==> src/sv/ogsc_pkg.sv <==
package ogsc_pkg;

    localparam int DATA_W    = 16;
    localparam int SUM_W     = 20;
    localparam int CNT_W     = 4;
    localparam int Q_SHIFT   = 8;
    localparam int DIV_W     = DATA_W + Q_SHIFT;
    localparam int STATUS_W  = 3;
    localparam int OP_W      = 2;
    localparam int CFG_IDX_W = 2;

    localparam logic [DATA_W-1:0] GAIN_UNITY = 16'd256;
    localparam logic [DATA_W-1:0] FULL16     = 16'hFFFF;

    localparam logic [DATA_W-1:0] MIN_DELTA_RST    = 16'd1;
    localparam logic [DATA_W-1:0] REF_DELTA_RST    = 16'd256;
    localparam logic [DATA_W-1:0] RECORD_MAGIC_RST = 16'd0;

    typedef enum logic [OP_W-1:0] {
        OP_CORRECT = 2'd0,
        OP_CAPTURE = 2'd1,
        OP_SMOKE   = 2'd2,
        OP_LOAD    = 2'd3
    } op_t;

    typedef enum logic [STATUS_W-1:0] {
        ST_DONE        = 3'd0,
        ST_SMOKE_TAKEN = 3'd1,
        ST_GAIN_SET    = 3'd2,
        ST_REJECTED    = 3'd3,
        ST_REC_VALID   = 3'd4,
        ST_REC_INVALID = 3'd5
    } status_t;

    typedef enum logic [CFG_IDX_W-1:0] {
        CFG_MIN_DELTA    = 2'd0,
        CFG_REF_DELTA    = 2'd1,
        CFG_RECORD_MAGIC = 2'd2
    } cfg_idx_t;

    typedef enum logic [2:0] {
        S_IDLE,
        S_EXEC,
        S_CHECK,
        S_DIV_GAIN,
        S_FINISH
    } state_t;

    typedef struct packed {
        logic latch;
        logic exec;
        logic check;
        logic start_gain;
        logic commit;
    } ogsc_cmd_t;

    typedef struct packed {
        op_t  op;
        logic last_smoke;
        logic div_needed;
        logic div_done;
        logic out_free;
    } ogsc_stat_t;

endpackage

==> src/sv/ogsc_in_if.sv <==
interface ogsc_in_if;
    logic                       valid;
    logic                       ready;
    logic [ogsc_pkg::OP_W-1:0]  op;
    logic [ogsc_pkg::DATA_W-1:0] sample;
    logic [ogsc_pkg::DATA_W-1:0] rec_magic;
    logic [ogsc_pkg::DATA_W-1:0] rec_baseline;
    logic [ogsc_pkg::DATA_W-1:0] rec_gain;
    logic [ogsc_pkg::DATA_W-1:0] rec_check;

    modport source (
        output valid, op, sample, rec_magic, rec_baseline, rec_gain, rec_check,
        input  ready
    );

    modport sink (
        input  valid, op, sample, rec_magic, rec_baseline, rec_gain, rec_check,
        output ready
    );
endinterface

==> src/sv/ogsc_out_if.sv <==
interface ogsc_out_if;
    logic                          valid;
    logic                          ready;
    logic [ogsc_pkg::DATA_W-1:0]   corrected;
    logic [ogsc_pkg::STATUS_W-1:0] status;
    logic [ogsc_pkg::DATA_W-1:0]   gain_now;
    logic [ogsc_pkg::DATA_W-1:0]   baseline_now;
    logic                          smoke_pending;

    modport source (
        output valid, corrected, status, gain_now, baseline_now, smoke_pending,
        input  ready
    );

    modport sink (
        input  valid, corrected, status, gain_now, baseline_now, smoke_pending,
        output ready
    );
endinterface

==> src/sv/ogsc_div.sv <==
module ogsc_div (
    input  logic                         clk,
    input  logic                         rst_n,
    input  logic                         start,
    input  logic [ogsc_pkg::DIV_W-1:0]   dividend,
    input  logic [ogsc_pkg::DATA_W-1:0]  divisor,
    output logic                         done,
    output logic [ogsc_pkg::DIV_W-1:0]   quot
);
    localparam int DW   = ogsc_pkg::DIV_W;
    localparam int VW   = ogsc_pkg::DATA_W;
    localparam int CW   = $clog2(DW);

    logic          busy_reg;
    logic          done_reg;
    logic [CW-1:0] cnt_reg;
    logic [VW-1:0] rem_reg;
    logic [DW-1:0] quo_reg;
    logic [VW-1:0] dsr_reg;

    logic [VW:0]   partial;
    logic [VW:0]   trial;
    logic          ge;

    // restoring division, one quotient bit per cycle
    always_comb
    begin
        partial = {rem_reg, quo_reg[DW-1]};
        ge      = partial >= {1'b0, dsr_reg};
        trial   = partial - {1'b0, dsr_reg};
    end

    always_ff @(posedge clk or negedge rst_n)
    begin
        if (!rst_n)
        begin
            busy_reg <= 1'b0;
            done_reg <= 1'b0;
            cnt_reg  <= '0;
        end
        else
        begin
            done_reg <= 1'b0;
            if (start)
            begin
                busy_reg <= 1'b1;
                cnt_reg  <= '0;
            end
            else if (busy_reg)
            begin
                cnt_reg <= cnt_reg + CW'(1);
                if (cnt_reg == CW'(DW - 1))
                begin
                    busy_reg <= 1'b0;
                    done_reg <= 1'b1;
                end
            end
        end
    end

    always_ff @(posedge clk)
    begin
        if (start)
        begin
            quo_reg <= dividend;
            rem_reg <= '0;
            dsr_reg <= divisor;
        end
        else if (busy_reg)
        begin
            rem_reg <= ge ? trial[VW-1:0] : partial[VW-1:0];
            quo_reg <= {quo_reg[DW-2:0], ge};
        end
    end

    assign done = done_reg;
    assign quot = quo_reg;
endmodule

==> src/sv/ogsc_ctrl.sv <==
module ogsc_ctrl (
    input  logic                 clk,
    input  logic                 rst_n,
    input  logic                 in_valid,
    input  ogsc_pkg::ogsc_stat_t stat,
    output logic                 in_ready,
    output ogsc_pkg::ogsc_cmd_t  cmd
);
    ogsc_pkg::state_t state_reg;
    ogsc_pkg::state_t state_next;

    logic smoke_div;

    assign smoke_div = (stat.op == ogsc_pkg::OP_SMOKE) && stat.last_smoke;

    always_ff @(posedge clk or negedge rst_n)
    begin
        if (!rst_n)
        begin
            state_reg <= ogsc_pkg::S_IDLE;
        end
        else
        begin
            state_reg <= state_next;
        end
    end

    always_comb
    begin
        state_next = state_reg;
        case (state_reg)
            ogsc_pkg::S_IDLE:
            begin
                if (in_valid)
                begin
                    state_next = ogsc_pkg::S_EXEC;
                end
            end
            ogsc_pkg::S_EXEC:
            begin
                state_next = smoke_div ? ogsc_pkg::S_CHECK : ogsc_pkg::S_FINISH;
            end
            ogsc_pkg::S_CHECK:
            begin
                state_next = stat.div_needed ? ogsc_pkg::S_DIV_GAIN : ogsc_pkg::S_FINISH;
            end
            ogsc_pkg::S_DIV_GAIN:
            begin
                if (stat.div_done)
                begin
                    state_next = ogsc_pkg::S_FINISH;
                end
            end
            ogsc_pkg::S_FINISH:
            begin
                if (stat.out_free)
                begin
                    state_next = ogsc_pkg::S_IDLE;
                end
            end
            default:
            begin
                state_next = ogsc_pkg::S_IDLE;
            end
        endcase
    end

    always_comb
    begin
        in_ready       = 1'b0;
        cmd            = '0;
        case (state_reg)
            ogsc_pkg::S_IDLE:
            begin
                in_ready  = 1'b1;
                cmd.latch = in_valid;
            end
            ogsc_pkg::S_EXEC:
            begin
                cmd.exec = 1'b1;
            end
            ogsc_pkg::S_CHECK:
            begin
                cmd.check      = 1'b1;
                cmd.start_gain = stat.div_needed;
            end
            ogsc_pkg::S_FINISH:
            begin
                cmd.commit = stat.out_free;
            end
            default:
            begin
                cmd = '0;
            end
        endcase
    end
endmodule

==> src/sv/ogsc_datapath.sv <==
module ogsc_datapath #(
    parameter int SMOKE_SAMPLES = 5
) (
    input  logic                              clk,
    input  logic                              rst_n,
    input  logic                              cfg_we,
    input  logic [ogsc_pkg::CFG_IDX_W-1:0]    cfg_idx,
    input  logic [ogsc_pkg::DATA_W-1:0]       cfg_wdata,
    input  logic [ogsc_pkg::OP_W-1:0]         in_op,
    input  logic [ogsc_pkg::DATA_W-1:0]       in_sample,
    input  logic [ogsc_pkg::DATA_W-1:0]       in_rec_magic,
    input  logic [ogsc_pkg::DATA_W-1:0]       in_rec_baseline,
    input  logic [ogsc_pkg::DATA_W-1:0]       in_rec_gain,
    input  logic [ogsc_pkg::DATA_W-1:0]       in_rec_check,
    input  ogsc_pkg::ogsc_cmd_t               cmd,
    output ogsc_pkg::ogsc_stat_t              stat,
    input  logic                              out_ready,
    output logic                              out_valid,
    output logic [ogsc_pkg::DATA_W-1:0]       out_corrected,
    output logic [ogsc_pkg::STATUS_W-1:0]     out_status,
    output logic [ogsc_pkg::DATA_W-1:0]       out_gain_now,
    output logic [ogsc_pkg::DATA_W-1:0]       out_baseline_now,
    output logic                              out_smoke_pending
);
    localparam int DW = ogsc_pkg::DATA_W;
    localparam int SW = ogsc_pkg::SUM_W;
    localparam int CW = ogsc_pkg::CNT_W;
    localparam int QS = ogsc_pkg::Q_SHIFT;
    localparam int VW = ogsc_pkg::DIV_W;

    // batch mean by reciprocal multiply, exact for any SW-bit sum
    localparam int     MW         = SW + 1;
    localparam int     MEAN_SH    = SW + $clog2(SMOKE_SAMPLES);
    localparam longint MEAN_MUL_L = ((longint'(1) << MEAN_SH) + longint'(SMOKE_SAMPLES) - 1)
                                    / longint'(SMOKE_SAMPLES);
    localparam logic [MW-1:0] MEAN_MUL = MW'(MEAN_MUL_L);

    // config
    logic [DW-1:0] min_delta_reg;
    logic [DW-1:0] ref_delta_reg;
    logic [DW-1:0] record_magic_reg;

    // latched item
    ogsc_pkg::op_t op_reg;
    logic [DW-1:0] sample_reg;
    logic [DW-1:0] rmagic_reg;
    logic [DW-1:0] rbase_reg;
    logic [DW-1:0] rgain_reg;
    logic [DW-1:0] rcheck_reg;

    // calibration state
    logic [DW-1:0] baseline_reg;
    logic [DW-1:0] baseline_next;
    logic [DW-1:0] gain_reg;
    logic [DW-1:0] gain_next;
    logic          pend_reg;
    logic          pend_next;
    logic [SW-1:0] sum_reg;
    logic [SW-1:0] sum_next;
    logic [CW-1:0] cnt_reg;
    logic [CW-1:0] cnt_next;

    // working registers
    logic [2*DW-1:0] prod_reg;
    logic [DW-1:0]   mean_reg;
    logic            rej_reg;
    logic            dzero_reg;

    // result register
    logic                          out_valid_reg;
    logic [DW-1:0]                 corr_reg;
    ogsc_pkg::status_t             st_reg;
    logic [DW-1:0]                 gain_out_reg;
    logic [DW-1:0]                 base_out_reg;
    logic                          pend_out_reg;

    logic [DW-1:0]       corr_next;
    ogsc_pkg::status_t   st_next;

    logic [SW-1:0]    sum_add;
    logic [SW+MW-1:0] mean_prod;
    logic [DW-1:0]    diff;
    logic [DW-1:0]    delta;
    logic             delta_low;
    logic             last_smoke;
    logic             rec_ok;
    logic [DW-1:0]    rec_gain_sel;
    logic [DW-1:0]    calc_gain;
    logic [DW-1:0]    corr_sat;

    logic          div_start;
    logic [VW-1:0] div_dividend;
    logic [DW-1:0] div_divisor;
    logic          div_done;
    logic [VW-1:0] div_quot;

    always_comb
    begin
        sum_add    = sum_reg + SW'(sample_reg);
        mean_prod  = sum_add * MEAN_MUL;
        diff       = (sample_reg > baseline_reg) ? (sample_reg - baseline_reg) : '0;
        delta      = (mean_reg > baseline_reg) ? (mean_reg - baseline_reg) : '0;
        delta_low  = delta < min_delta_reg;
        last_smoke = ({1'b0, cnt_reg} + (CW+1)'(1)) >= (CW+1)'(SMOKE_SAMPLES);
        rec_ok     = (rmagic_reg == record_magic_reg)
                     && (rcheck_reg == (rmagic_reg ^ rbase_reg ^ rgain_reg))
                     && (rgain_reg != '0);
        rec_gain_sel = rec_ok ? rgain_reg : ogsc_pkg::GAIN_UNITY;
        calc_gain  = (dzero_reg || (|div_quot[VW-1:DW])) ? ogsc_pkg::FULL16
                                                          : div_quot[DW-1:0];
        corr_sat   = (|prod_reg[2*DW-1:DW+QS]) ? ogsc_pkg::FULL16
                                                : prod_reg[DW+QS-1:QS];
    end

    assign div_start    = cmd.start_gain;
    assign div_dividend = {ref_delta_reg, {QS{1'b0}}};
    assign div_divisor  = delta;

    ogsc_div u_div (
        .clk      (clk),
        .rst_n    (rst_n),
        .start    (div_start),
        .dividend (div_dividend),
        .divisor  (div_divisor),
        .done     (div_done),
        .quot     (div_quot)
    );

    always_ff @(posedge clk or negedge rst_n)
    begin
        if (!rst_n)
        begin
            min_delta_reg    <= ogsc_pkg::MIN_DELTA_RST;
            ref_delta_reg    <= ogsc_pkg::REF_DELTA_RST;
            record_magic_reg <= ogsc_pkg::RECORD_MAGIC_RST;
        end
        else if (cfg_we)
        begin
            case (ogsc_pkg::cfg_idx_t'(cfg_idx))
                ogsc_pkg::CFG_MIN_DELTA:    min_delta_reg    <= cfg_wdata;
                ogsc_pkg::CFG_REF_DELTA:    ref_delta_reg    <= cfg_wdata;
                ogsc_pkg::CFG_RECORD_MAGIC: record_magic_reg <= cfg_wdata;
                default:                    ;
            endcase
        end
    end

    always_ff @(posedge clk)
    begin
        if (cmd.latch)
        begin
            op_reg     <= ogsc_pkg::op_t'(in_op);
            sample_reg <= in_sample;
            rmagic_reg <= in_rec_magic;
            rbase_reg  <= in_rec_baseline;
            rgain_reg  <= in_rec_gain;
            rcheck_reg <= in_rec_check;
        end
        if (cmd.exec)
        begin
            prod_reg <= diff * gain_reg;
            mean_reg <= mean_prod[MEAN_SH +: DW];
        end
        if (cmd.check)
        begin
            rej_reg   <= delta_low;
            dzero_reg <= delta == '0;
        end
    end

    always_comb
    begin
        baseline_next = baseline_reg;
        gain_next     = gain_reg;
        pend_next     = pend_reg;
        sum_next      = sum_reg;
        cnt_next      = cnt_reg;
        corr_next     = '0;
        st_next       = ogsc_pkg::ST_DONE;
        if (cmd.exec && (op_reg == ogsc_pkg::OP_SMOKE))
        begin
            sum_next = sum_add;
        end
        if (cmd.commit)
        begin
            case (op_reg)
                ogsc_pkg::OP_CORRECT:
                begin
                    corr_next = corr_sat;
                end
                ogsc_pkg::OP_CAPTURE:
                begin
                    baseline_next = sample_reg;
                    gain_next     = ogsc_pkg::GAIN_UNITY;
                    pend_next     = 1'b1;
                    sum_next      = '0;
                    cnt_next      = '0;
                end
                ogsc_pkg::OP_SMOKE:
                begin
                    if (!last_smoke)
                    begin
                        cnt_next = cnt_reg + CW'(1);
                        st_next  = ogsc_pkg::ST_SMOKE_TAKEN;
                    end
                    else
                    begin
                        sum_next = '0;
                        cnt_next = '0;
                        if (rej_reg)
                        begin
                            pend_next = 1'b1;
                            st_next   = ogsc_pkg::ST_REJECTED;
                        end
                        else
                        begin
                            gain_next = calc_gain;
                            pend_next = 1'b0;
                            st_next   = ogsc_pkg::ST_GAIN_SET;
                        end
                    end
                end
                ogsc_pkg::OP_LOAD:
                begin
                    sum_next      = '0;
                    cnt_next      = '0;
                    baseline_next = rec_ok ? rbase_reg : '0;
                    gain_next     = rec_gain_sel;
                    pend_next     = rec_gain_sel == ogsc_pkg::GAIN_UNITY;
                    st_next       = rec_ok ? ogsc_pkg::ST_REC_VALID
                                           : ogsc_pkg::ST_REC_INVALID;
                end
                default:
                begin
                    corr_next = '0;
                end
            endcase
        end
    end

    always_ff @(posedge clk or negedge rst_n)
    begin
        if (!rst_n)
        begin
            baseline_reg  <= '0;
            gain_reg      <= ogsc_pkg::GAIN_UNITY;
            pend_reg      <= 1'b0;
            sum_reg       <= '0;
            cnt_reg       <= '0;
            out_valid_reg <= 1'b0;
        end
        else
        begin
            baseline_reg <= baseline_next;
            gain_reg     <= gain_next;
            pend_reg     <= pend_next;
            sum_reg      <= sum_next;
            cnt_reg      <= cnt_next;
            if (cmd.commit)
            begin
                out_valid_reg <= 1'b1;
            end
            else if (out_ready)
            begin
                out_valid_reg <= 1'b0;
            end
        end
    end

    always_ff @(posedge clk)
    begin
        if (cmd.commit)
        begin
            corr_reg     <= corr_next;
            st_reg       <= st_next;
            gain_out_reg <= gain_next;
            base_out_reg <= baseline_next;
            pend_out_reg <= pend_next;
        end
    end

    assign stat.op         = op_reg;
    assign stat.last_smoke = last_smoke;
    assign stat.div_needed = !delta_low && (delta != '0);
    assign stat.div_done   = div_done;
    assign stat.out_free   = !out_valid_reg || out_ready;

    assign out_valid         = out_valid_reg;
    assign out_corrected     = corr_reg;
    assign out_status        = st_reg;
    assign out_gain_now      = gain_out_reg;
    assign out_baseline_now  = base_out_reg;
    assign out_smoke_pending = pend_out_reg;
endmodule

==> src/sv/offset_gain_sensor_calibrator_core.sv <==
// Offset and gain calibrator for a 16-bit sensor, one result transaction per input
// transaction. Correct, capture, load and non-final smoke items go through EXEC
// and FINISH from acceptance to result. The smoke item that closes a batch forms
// its mean with a reciprocal multiply and goes through EXEC, CHECK and FINISH when
// the batch is rejected or the delta is zero, else also through DIV_GAIN while a
// 24-step restoring divider computes the new gain. A new input is taken as soon as
// the previous result sits in the output register, even if the sink has not yet
// taken it; the next result then waits in FINISH until that register is free.
module offset_gain_sensor_calibrator_core #(
    parameter int SMOKE_SAMPLES = 5
) (
    input  logic                           clk,
    input  logic                           rst_n,
    input  logic                           cfg_we,
    input  logic [ogsc_pkg::CFG_IDX_W-1:0] cfg_idx,
    input  logic [ogsc_pkg::DATA_W-1:0]    cfg_wdata,
    ogsc_in_if.sink                        in_ch,
    ogsc_out_if.source                     out_ch
);
    ogsc_pkg::ogsc_cmd_t  cmd;
    ogsc_pkg::ogsc_stat_t stat;
    logic                 in_ready;

    assign in_ch.ready = in_ready;

    ogsc_ctrl u_ctrl (
        .clk      (clk),
        .rst_n    (rst_n),
        .in_valid (in_ch.valid),
        .stat     (stat),
        .in_ready (in_ready),
        .cmd      (cmd)
    );

    ogsc_datapath #(
        .SMOKE_SAMPLES (SMOKE_SAMPLES)
    ) u_dp (
        .clk               (clk),
        .rst_n             (rst_n),
        .cfg_we            (cfg_we),
        .cfg_idx           (cfg_idx),
        .cfg_wdata         (cfg_wdata),
        .in_op             (in_ch.op),
        .in_sample         (in_ch.sample),
        .in_rec_magic      (in_ch.rec_magic),
        .in_rec_baseline   (in_ch.rec_baseline),
        .in_rec_gain       (in_ch.rec_gain),
        .in_rec_check      (in_ch.rec_check),
        .cmd               (cmd),
        .stat              (stat),
        .out_ready         (out_ch.ready),
        .out_valid         (out_ch.valid),
        .out_corrected     (out_ch.corrected),
        .out_status        (out_ch.status),
        .out_gain_now      (out_ch.gain_now),
        .out_baseline_now  (out_ch.baseline_now),
        .out_smoke_pending (out_ch.smoke_pending)
    );
endmodule

==> src/flat_wrapper.sv <==
// flat-port wrapper written by rule: the top's interface ports become plain ports
module offset_gain_sensor_calibrator_core_flat 
#(
    parameter int SMOKE_SAMPLES = 5
)
  (clk, rst_n, cfg_we, cfg_idx, cfg_wdata, in_ch_valid, in_ch_op, in_ch_sample, in_ch_rec_magic, in_ch_rec_baseline, in_ch_rec_gain, in_ch_rec_check, in_ch_ready, out_ch_valid, out_ch_corrected, out_ch_status, out_ch_gain_now, out_ch_baseline_now, out_ch_smoke_pending, out_ch_ready);
  ogsc_in_if in_ch_i ();
  ogsc_out_if out_ch_i ();
  input  logic clk;
  input  logic rst_n;
  input  logic cfg_we;
  input  logic [ogsc_pkg::CFG_IDX_W-1:0] cfg_idx;
  input  logic [ogsc_pkg::DATA_W-1:0] cfg_wdata;
  input wire logic [$bits(in_ch_i.valid)-1:0] in_ch_valid;
  input wire logic [$bits(in_ch_i.op)-1:0] in_ch_op;
  input wire logic [$bits(in_ch_i.sample)-1:0] in_ch_sample;
  input wire logic [$bits(in_ch_i.rec_magic)-1:0] in_ch_rec_magic;
  input wire logic [$bits(in_ch_i.rec_baseline)-1:0] in_ch_rec_baseline;
  input wire logic [$bits(in_ch_i.rec_gain)-1:0] in_ch_rec_gain;
  input wire logic [$bits(in_ch_i.rec_check)-1:0] in_ch_rec_check;
  output wire logic [$bits(in_ch_i.ready)-1:0] in_ch_ready;
  output wire logic [$bits(out_ch_i.valid)-1:0] out_ch_valid;
  output wire logic [$bits(out_ch_i.corrected)-1:0] out_ch_corrected;
  output wire logic [$bits(out_ch_i.status)-1:0] out_ch_status;
  output wire logic [$bits(out_ch_i.gain_now)-1:0] out_ch_gain_now;
  output wire logic [$bits(out_ch_i.baseline_now)-1:0] out_ch_baseline_now;
  output wire logic [$bits(out_ch_i.smoke_pending)-1:0] out_ch_smoke_pending;
  input wire logic [$bits(out_ch_i.ready)-1:0] out_ch_ready;
  assign in_ch_i.valid = in_ch_valid;
  assign in_ch_i.op = in_ch_op;
  assign in_ch_i.sample = in_ch_sample;
  assign in_ch_i.rec_magic = in_ch_rec_magic;
  assign in_ch_i.rec_baseline = in_ch_rec_baseline;
  assign in_ch_i.rec_gain = in_ch_rec_gain;
  assign in_ch_i.rec_check = in_ch_rec_check;
  assign in_ch_ready = in_ch_i.ready;
  assign out_ch_valid = out_ch_i.valid;
  assign out_ch_corrected = out_ch_i.corrected;
  assign out_ch_status = out_ch_i.status;
  assign out_ch_gain_now = out_ch_i.gain_now;
  assign out_ch_baseline_now = out_ch_i.baseline_now;
  assign out_ch_smoke_pending = out_ch_i.smoke_pending;
  assign out_ch_i.ready = out_ch_ready;
  offset_gain_sensor_calibrator_core #(.SMOKE_SAMPLES(SMOKE_SAMPLES)) u_core (.clk(clk), .rst_n(rst_n), .cfg_we(cfg_we), .cfg_idx(cfg_idx), .cfg_wdata(cfg_wdata), .in_ch(in_ch_i), .out_ch(out_ch_i));
endmodule
==> config.mk <==
export PLATFORM = sky130hd
export DESIGN_NAME = offset_gain_sensor_calibrator_core_flat
export DESIGN_NICKNAME = d
export VERILOG_FILES = /design/src/sv/ogsc_pkg.sv /design/src/sv/ogsc_in_if.sv /design/src/sv/ogsc_out_if.sv /design/src/sv/ogsc_div.sv /design/src/sv/ogsc_ctrl.sv /design/src/sv/ogsc_datapath.sv /design/src/sv/offset_gain_sensor_calibrator_core.sv /design/src/flat_wrapper.sv
export SDC_FILE = /design/constraint.sdc
export NUM_CORES = 2
export LEC_CHECK = 0
export BUFFER_PORTS_ARGS = -buffer_cell sky130_fd_sc_hd__buf_2
export CELL_PAD_IN_SITES_DETAIL_PLACEMENT = 0
export CELL_PAD_IN_SITES_GLOBAL_PLACEMENT = 1
export CORE_MARGIN = 2
export CORE_UTILIZATION = 50
export DETAILED_ROUTE_END_ITERATION = 8
export PLACE_DENSITY_LB_ADDON = 0.1
export SYNTH_ARGS = -nofsm -noshare
export SYNTH_HDL_FRONTEND = slang
export SYNTH_SLANG_ARGS = --single-unit
==> constraint.sdc <==
create_clock -name clk -period 22 [get_ports clk]
set_clock_uncertainty 0.2 [all_clocks]
set_input_delay 2.2 -clock clk [delete_from_list [all_inputs] [get_ports clk]]
set_output_delay 2.2 -clock clk [all_outputs]
set_load 0.02 [all_outputs]
==> results.yml <==
detailed_routing:
  drt-pass1-iter-count: 5
  drc: 0
  viasPerCell: 5.53
  dr_total_vias: 23100
  routed_wl_um: 89700
  routedWlPerCell_um: 21.5
  ant_nets: 0
  dr.first_iter.drc_count: 1873
logic_synthesis:
  yosysTopAreaCell: "fa_1"
  synth_seq_cells: 348
  synth_common_cells: "inv_1 (596), ha_1 (367), fa_1 (336), nand2_1 (259), edfxtp_1 (208)"
  async_reset_ff_share_pct: 33.3
  yosysTopAreaCellShare_pct: 20.8
  yosys-top-cells-area: "fa_1 (21%), edfxtp_1 (19%), ha_1 (14%)"
  synth_edf_count: 208
  netlist_area_mm2: 0.0323
  postSynthAreaPerCell_um2: 10.2
  ys.flop_type: "edfxtp_1"
  yosysWarnings: 0
  seq_area_frac_synth_pct: 29.9
  synth_cells: 3155
  synthesis.nets: 3963
  synth_cell_types: 83
  yosysMostFrequentCell: "inv_1"
global_routing:
  overflow: 0
  grt_use_total_pct: 27.5
  antenna_found_initial: 8
  grt_pass1_vias: 23900
  grt_pass1_wl_um: 140000
  grt_max_degree: 95
floorplanning:
  initial_core_util_pct: 50.3
  boundaryPins: 159
  dieArea_mm2: 0.0666
  rows: 93
  core_mm2: 0.0641
  die-width_um: 258
  die_y_um: 258
timing:
  rsz0062_at_grt: "false"
  slew-limit-headroom_pct: 20.6
  max_freq_mhz: 98.6
  setup_tns_ns: 0
  final-hold-violation-count: 0
  tightest_slew_ns: 1.18
  finalMaxSlewViolations: 0
  fin_crit_sh_pct: 46.1
  setup_viol: 0
  period_minus_slack_ns: 10.14
worst_setup_path:
  critPathMostFrequentCell: "fa_1"
  r2r_cells: 32
  rrSetupSlack_ns: 11.86
  cp.arrival_ns: 10.26
  reg2reg_to: "u_core.u_dp.prod_reg[31]$_DFFE_PN_"
  path_max_fanout: 94
  rr_startpoint: "u_core.u_dp.sample_reg[0]$_DFFE_PP_"
  slowest_stage: "nor2_4"
  start_kind: "flip-flop"
  critical_path_class: "flip-flop to flip-flop"
  slowest_delay_ns: 0.78
  required_ns: 22.12
  crit_path_end_kind: "flip-flop"
hold_path:
  hp-class: "flip-flop to flip-flop"
  worstHoldStart: "u_core.u_dp.u_div.rem_reg[1]$_SDFFE_PP0P_"
  hold-path-endpoint: "u_core.u_dp.u_div.rem_reg[1]$_SDFFE_PP0P_"
  hold_depth: 2
placement:
  hpwl_um: 71900
  place_congestion: 0.918
  placed_area_mm2: 0.0340
  io_buffers: 158
layout:
  area_growth_pct: 9.62
  drive_gt1_share_pct: 10.8
  fin_nets: 4086
  final_cell_area_mm2: 0.0354
clocking:
  cts_setup_buffers: 0
  cts_tree: "yes"
  cts_buffers: 41
  cts_root_buffer: "clkbuf_16"
  clkTransAtPathRegs_ns: 0.07
  clock_sinks: 348
  h-tree-depth: 2
  hold_buffers: 0
  cts_resized: 0
  insertion_delay_ns: 0.59
  clockBufferDepth: 3
run:
  max_cap_violations: 0
run_status:
  outcome: "finished, final reports clean"
[worst max path at each step]
stage	startpoint	cells after the start	endpoint	slack, ns
floorplan	u_core.u_dp.sample_reg[1]$_DFFE_PP_	32	u_core.u_dp.prod_reg[31]$_DFFE_PN_	13.53
global placement	u_core.u_dp.sample_reg[0]$_DFFE_PP_	32	u_core.u_dp.prod_reg[31]$_DFFE_PN_	12.29
detailed placement	u_core.u_dp.sample_reg[0]$_DFFE_PP_	32	u_core.u_dp.prod_reg[31]$_DFFE_PN_	12.02
CTS	u_core.u_dp.sample_reg[0]$_DFFE_PP_	32	u_core.u_dp.prod_reg[31]$_DFFE_PN_	12.02
global route	u_core.u_dp.sample_reg[0]$_DFFE_PP_	32	u_core.u_dp.prod_reg[31]$_DFFE_PN_	11.29
finish	u_core.u_dp.sample_reg[0]$_DFFE_PP_	32	u_core.u_dp.prod_reg[31]$_DFFE_PN_	11.86
[per-layer routing]
| metal | GRT usage (%) | wire length [µm] | vias to the layer above |
|---|---|---|---|
| met5 | 0 | 0 | - |
| met4 | 9.81 | 2970 | 0 |
| met3 | 4.62 | 5340 | 132 |
| met2 | 43.1 | 41400 | 651 |
| met1 | 38.5 | 40000 | 11500 |
| li1 | - | - | 10700 |
[metrics by stage]
step	cells	setup slack, ns	util [%]	hold WS [ns]
floorplan	3155	13.53	-	0.262
global placement	4090	12.29	53.0	0.283
detailed placement	4090	12.02	53.0	0.291
CTS	4166	12.02	55.2	0.301
global route	4171	11.29	55.2	0.324
finish	4171	11.86	55.2	0.301
[cells in the final DEF, fill, tap and decap left out, types with 10 or more instances in the layout]
cell and n:
fa_1 336, buf_4 35, a211oi_1 15, o21a_1 27
or3_1 12, a211oi_2 10, nand2_1 259, o221a_2 15
nor2b_1 20, and2_1 23, nand4_1 34, mux2i_1 24
dfxtp_1 24, nor3_1 36, nor4_1 17, nor2_1 117
a21oi_1 97, a31oi_1 11, a21o_1 37, mux2_2 36
edfxtp_1 208, nand2b_1 18, clkinv_2 10, and3_1 101
dfrtp_1 112, clkbuf_16 41, o21ai_0 115, nand3_1 67
inv_1 595, a22oi_1 19, ha_1 367, and4_1 10
buf_2 157, xnor2_1 117, xor2_1 43
[worst max-delay path: cells and delay by family, from the launching register on]
family                     cells  cell delay [ns]
buffers and inverters          6             1.02
DFF                            1             0.37
adders and majority gates      9             3.86
AOI/OAI and AO/OA             11             2.39
and+or+nand+nor                5             1.84
xor gates and xnor gates       1             0.13
[final cells by class]
class / count / area [µm²]
Antenna cell: 5 / 12.5
Clock buffer: 48 / 1070
Clock inverter: 28 / 304
Fill cell: 5718 / 28700
Inverter: 596 / 2240
Multi-Input combinational cell: 2099 / 20000
Sequential cell: 348 / 9630
Tap cell: 855 / 1070
Timing Repair Buffer: 192 / 1050
[cell families after synthesis]
group	Yosys count	synth area share [%]
AO/OA/AOI/OAI	426	8.90
XOR/XNOR	160	4.34
adder cells (fa/ha/maj)	703	35.1
buffers and inverters	708	8.32
flip-flops	348	29.9
multiplexers	60	2.00
AND/OR/NAND/NOR	750	11.5
Power is not shown: default switching activity piles up to over one toggle a cycle in this logic, so the estimate is an artifact.
